==> config.mk <==
export PLATFORM = sky130hd
export DESIGN_NAME = dwc_cell
export DESIGN_NICKNAME = d
export VERILOG_FILES = /design/src/design/distinct_word_counter_top_assert.svh /design/src/design/dwc_pkg.sv /design/src/design/dwc_cell.sv
export SDC_FILE = /design/constraint.sdc
export NUM_CORES = 1
export LEC_CHECK = 0
export BUFFER_PORTS_ARGS = -buffer_cell sky130_fd_sc_hd__buf_4
export CORE_ASPECT_RATIO = 0.5
export CORE_UTILIZATION = 40
export CTS_CLUSTER_SIZE = 30
export DETAILED_ROUTE_END_ITERATION = 10
export GPL_TIMING_DRIVEN = 0
export PLACE_DENSITY = 0.66
export SYNTH_ARGS = -nofsm -noshare
export SYNTH_HDL_FRONTEND = slang
export SYNTH_SLANG_ARGS = --single-unit
==> constraint.sdc <==
create_clock -name clk -period 6.2 [get_ports clk]
set_input_delay 1.24 -clock clk [delete_from_list [all_inputs] [get_ports clk]]
set_output_delay 1.24 -clock clk [all_outputs]
set_load 0.005 [all_outputs]
==> src/design/distinct_word_counter_top_assert.svh <==
// ----------------------------------------------------------------------------
// Distinct word counter assertion macros
// Shorthand for the concurrent checks at the end of the top level.
// ----------------------------------------------------------------------------
`ifndef DISTINCT_WORD_COUNTER_TOP_ASSERT_SVH
`define DISTINCT_WORD_COUNTER_TOP_ASSERT_SVH

// The consequent must hold in the same cycle as the antecedent.
`define DWC_CHECK(name, ante, cons, msg) \
    name: assert property (@(posedge clk) disable iff (!rst_n) (ante) |-> (cons)) \
        else $error(msg);

// The consequent must hold in the cycle after the antecedent.
`define DWC_CHECK_NEXT(name, ante, cons, msg) \
    name: assert property (@(posedge clk) disable iff (!rst_n) (ante) |=> (cons)) \
        else $error(msg);

`endif

==> src/design/dwc_pkg.sv <==
// ----------------------------------------------------------------------------
// Distinct word counter package
// Shared constants, payload types and the token flags of the cell chain.
// ----------------------------------------------------------------------------
package dwc_pkg;

    localparam int DEF_MAX_WORDS = 32;
    localparam int DEF_MAX_LEN   = 16;

    localparam logic [7:0]  SEPARATOR = 8'd32;
    localparam logic [15:0] COUNT_MAX = 16'hFFFF;

    typedef struct packed {
        logic [7:0] char_code;
        logic       last;
    } in_item_t;

    typedef struct packed {
        logic [15:0] word_count;
        logic [5:0]  distinct_count;
        logic        word_truncated;
        logic        table_full;
    } out_item_t;

    // Status that travels with a word along the chain.
    typedef struct packed {
        logic valid;
        logic done;
        logic inserted;
    } tok_flags_t;

endpackage

==> src/design/dwc_cell.sv <==
// ----------------------------------------------------------------------------
// Distinct word counter table cell
// Holds one stored word, compares or captures the passing word token and
// hands the token to the next cell in the following cycle.
// ----------------------------------------------------------------------------
module dwc_cell #(
    parameter int MAX_LEN = dwc_pkg::DEF_MAX_LEN,
    parameter int LEN_W   = $clog2(MAX_LEN + 1)
) (
    input  logic                      clk,
    input  logic                      rst_n,
    input  logic                      clear,
    input  dwc_pkg::tok_flags_t       tok_in_flags,
    input  logic [LEN_W-1:0]          tok_in_len,
    input  logic [MAX_LEN-1:0][7:0]   tok_in_chars,
    output dwc_pkg::tok_flags_t       tok_out_flags,
    output logic [LEN_W-1:0]          tok_out_len,
    output logic [MAX_LEN-1:0][7:0]   tok_out_chars,
    output logic                      occupied
);

    logic                    valid_reg;
    logic                    valid_next;
    logic [LEN_W-1:0]        len_reg;
    logic [MAX_LEN-1:0][7:0] chars_reg;
    dwc_pkg::tok_flags_t     flags_reg;
    dwc_pkg::tok_flags_t     flags_next;
    logic [LEN_W-1:0]        tlen_reg;
    logic [MAX_LEN-1:0][7:0] tchars_reg;
    logic [MAX_LEN-1:0]      byte_ok;
    logic                    match;
    logic                    capture;

    // Only the bytes below the word length take part in the compare.
    always_comb
    begin
        for (int k = 0; k < MAX_LEN; k++)
        begin
            byte_ok[k] = (LEN_W'(k) >= tok_in_len) || (chars_reg[k] == tok_in_chars[k]);
        end
    end

    assign match   = valid_reg && (len_reg == tok_in_len) && (&byte_ok);
    assign capture = tok_in_flags.valid && !tok_in_flags.done && !valid_reg;

    always_comb
    begin
        flags_next = tok_in_flags;
        valid_next = valid_reg;
        if (tok_in_flags.valid && !tok_in_flags.done)
        begin
            if (match)
            begin
                flags_next.done = 1'b1;
            end
            else if (capture)
            begin
                flags_next.done     = 1'b1;
                flags_next.inserted = 1'b1;
                valid_next          = 1'b1;
            end
        end
        if (clear)
        begin
            valid_next = 1'b0;
        end
    end

    always_ff @(posedge clk or negedge rst_n)
    begin
        if (!rst_n)
        begin
            valid_reg <= 1'b0;
            flags_reg <= '0;
        end
        else
        begin
            valid_reg <= valid_next;
            flags_reg <= flags_next;
        end
    end

    always_ff @(posedge clk)
    begin
        tlen_reg   <= tok_in_len;
        tchars_reg <= tok_in_chars;
        if (capture)
        begin
            len_reg   <= tok_in_len;
            chars_reg <= tok_in_chars;
        end
    end

    assign tok_out_flags = flags_reg;
    assign tok_out_len   = tlen_reg;
    assign tok_out_chars = tchars_reg;
    assign occupied      = valid_reg;

endmodule

==> flow_metrics.py <==
metrics = {
    "clock_network": {
        "cts.sinks": 270,
        "holdBufCountCts": 0,
        "h-tree-depth": 1,
        "cts_resized": 0,
        "cts_tree": "built",
        "cts_root_buffer": "clkbuf_16",
        "cts.clk_slew.worst_paths_ns": 0.07,
        "cts_max_path_buffers": 3,
        "cts_setup_buffers": 0,
        "numCtsBuffers": 24,
        "insertion_delay_ns": 0.52,
    },
    "sta": {
        "whs_ns": 0.5053,
        "grt_setup_unrepaired": "false",
        "max_freq_ghz": 0.3742,
        "setup-violations-final": 0,
        "clock_skew_ns": 0.01302,
        "drv_slew": 0,
        "slew-limit-headroom_pct": 33.44,
        "period_needed_ns": 2.673,
        "timing.final.crit_share_pct": 43.11,
        "setup_slack_ns": 3.527,
        "hold_viol": 0,
        "tightest_slew_ns": 0.9961,
    },
    "worst_setup_path": {
        "cp-startpoint": "tok_in_flags[1]",
        "endpoint_kind": "register",
        "cp_data_required_time_ns": 6.41,
        "worstRegToRegCells": 7,
        "critical_path_arrival_ns": 2.88,
        "path_max_fanout": 31,
        "r2r_slack_ns": 4.04,
        "path_class": "in2reg",
        "startpoint_type": "input port",
        "reg2reg_from": "chars_reg[50]",
        "r2r-end": "tok_out_flags[1]",
        "crit_end": "chars_reg[90]",
    },
    "floorplan": {
        "die_w_um": 207.3,
        "row_count": 37,
        "start_util_pct": 40.91,
        "die_area_sq_um": 21690,
        "io_pins": 276,
        "fp.dieH_um": 104.6,
        "coreArea_sq_um": 20600,
    },
    "yosys": {
        "synth-seq-cells": 270,
        "syn_area_sq_um": 8428,
        "synthesis.nets": 631,
        "synth_warnings": 0,
        "synthCells": 492,
        "synth.yosys.seq_area_share_pct": 80.17,
        "synth_cell_type_count": 29,
        "syn_avg_cell_area_sq_um": 17.13,
    },
    "pwr": {
        "vdd_drop_max_mv": 0.2020,
        "power_mw": 3.768,
        "powerDensity_nw_per_um2": 321.6,
        "power_leakage_nw": 4.700,
    },
    "layout": {
        "area_growth_pct": 39.00,
        "multi_input_area_sq_um": 1652,
        "layout-drive-gt1-share_pct": 39.39,
        "final_cells": 1088,
        "register_area_sq_um": 6756,
        "n_antenna_cell": 0,
        "fillers": 1637,
        "nets": 936,
    },
    "drt": {
        "vias_per_cell": 4.443,
        "ant_nets": 0,
        "vias": 4834,
        "first_pass_iters": 4,
        "drt_iter0_markers": 229,
        "drc_errors": 0,
        "finalWirelength_mm": 17.31,
        "drt-wirelength-per-cell_um": 15.91,
    },
    "grt": {
        "grt_pass1_wl_mm": 26.64,
        "grt_pass1_vias": 4923,
        "grt-ovfl-total": 0,
        "grtUsageTotal_pct": 15.77,
        "antenna_found_initial": 0,
        "grt_max_degree": 32,
    },
    "place": {
        "place_ws_ns": 2.976,
        "port_buffers": 275,
        "dp_cells": 1044,
        "dpl.hpwl_mm": 12.69,
        "gp_congestion": 0.7301,
    },
    "status": {
        "status": "completed",
    },
    "hold_path": {
        "hold_path_class": "in2async",
    },
    "run": {
        "drv_cap": 0,
    },
}
==> worst min-delay path by stage <==
| stage | start | to | cells after the start |
|---|---|---|---|
| after detailed placement | occupied | occupied | 2 |
| after global routing | rst_n | tok_out_flags[2] | 1 |
| final | rst_n | tok_out_flags[1] | 1 |
| after global placement | occupied | occupied | 2 |
| after floorplan | occupied | occupied | 2 |
| after CTS | rst_n | tok_out_flags[2] | 1 |
==> area by class of cell <==
class	instances	area share, %
multi-input combinational	216	14.10
clock inverter	11	0.9399
inverter	1	0.03204
timing repair buffer	279	18.37
clock buffer	33	5.767
buffer	5	0.2029
tap	273	2.916
sequential	270	57.67
==> synth_stat cells <==
cell type / instances / share of area, %
o211ai_1: 1 / 0.089
a2111oi_0: 1 / 0.10
nand4_1: 17 / 1.3
nor2_1: 9 / 0.40
o21ai_1: 1 / 0.059
or2_2: 1 / 0.074
buf_2: 4 / 0.24
dfxtp_1: 133 / 32
nand3_1: 1 / 0.059
a211oi_1: 1 / 0.089
a31oi_1: 2 / 0.15
edfxtp_1: 133 / 47
clkbuf_1: 1 / 0.044
or3_1: 2 / 0.15
a21oi_1: 7 / 0.42
nand2_1: 5 / 0.22
xor2_1: 73 / 7.6
nor3_1: 3 / 0.18
o31ai_1: 1 / 0.089
and4_1: 1 / 0.10
dfrtp_1: 4 / 1.2
a21o_1: 1 / 0.089
nand2b_1: 1 / 0.074
nor4_1: 22 / 1.6
xnor2_1: 60 / 6.2
o32ai_1: 1 / 0.10
o21ai_0: 4 / 0.24
a2bb2oi_1: 1 / 0.10
inv_1: 1 / 0.044
==> cell families after synthesis <==
family                 count (synthesis)  synth area share (%)
AO/OA/AOI/OAI                         21                 1.529
XOR/XNOR                             133                 13.82
buffers and inverters                  6                0.3265
flip-flops                           270                 80.17
AND/OR/NAND/NOR                       62                 4.157
==> cells in the final DEF, fill, tap and decap left out, types with 2 or more instances in the layout <==
master     instances
buf_4            275
edfxtp_1         133
dfxtp_1          133
xor2_1            73
xnor2_1           60
clkbuf_16         25
nor4_1            22
nand4_1           17
nor2_1             8
clkbuf_1           7
a21oi_1            7
nand2_1            5
clkinv_2           5
buf_2              4
o21ai_0            4
dfrtp_1            4
nor3_1             3
buf_12             3
or3_1              2
a31oi_1            2
clkinv_1           2
clkinv_4           2
bufinv_16          2
clkbuf_8           2
==> report_power, final <==
| group | internal (mW) | switching [mW] | total, mW |
|---|---|---|---|
| clock network | 0.850 | 0.636 | 1.49 |
| registers | 1.96 | 0.0272 | 1.99 |
| logic | 0.164 | 0.127 | 0.291 |
==> layer usage <==
layer  up-vias  global-route usage (%)  wire length, um
li1       2366                       -                -
met1      2322                   20.62             7637
met2       117                   26.40             8624
met3        29                   4.058              762
met4         0                   3.678              283
met5         -                       0                0
==> per-stage QoR <==
step / utilization (%) / instance area, sq um / TNS [ns]
6_report: 56.87 / 11720 / 0
3_3_place_gp: 52.60 / 10840 / -104.49
4_1_cts: 56.87 / 11720 / 0
2_1_floorplan: - / 8431 / 0
5_1_grt: 56.87 / 11720 / 0
3_5_place_dp: 53.05 / 10930 / 0
==> critical path, stage by stage <==
cell      delay [ns]
buf_4           0.11
nand2b_1        0.22
nor2_4          0.80
buf_16          0.26
buf_12          0.21
Power figures use the tool's default switching activity.
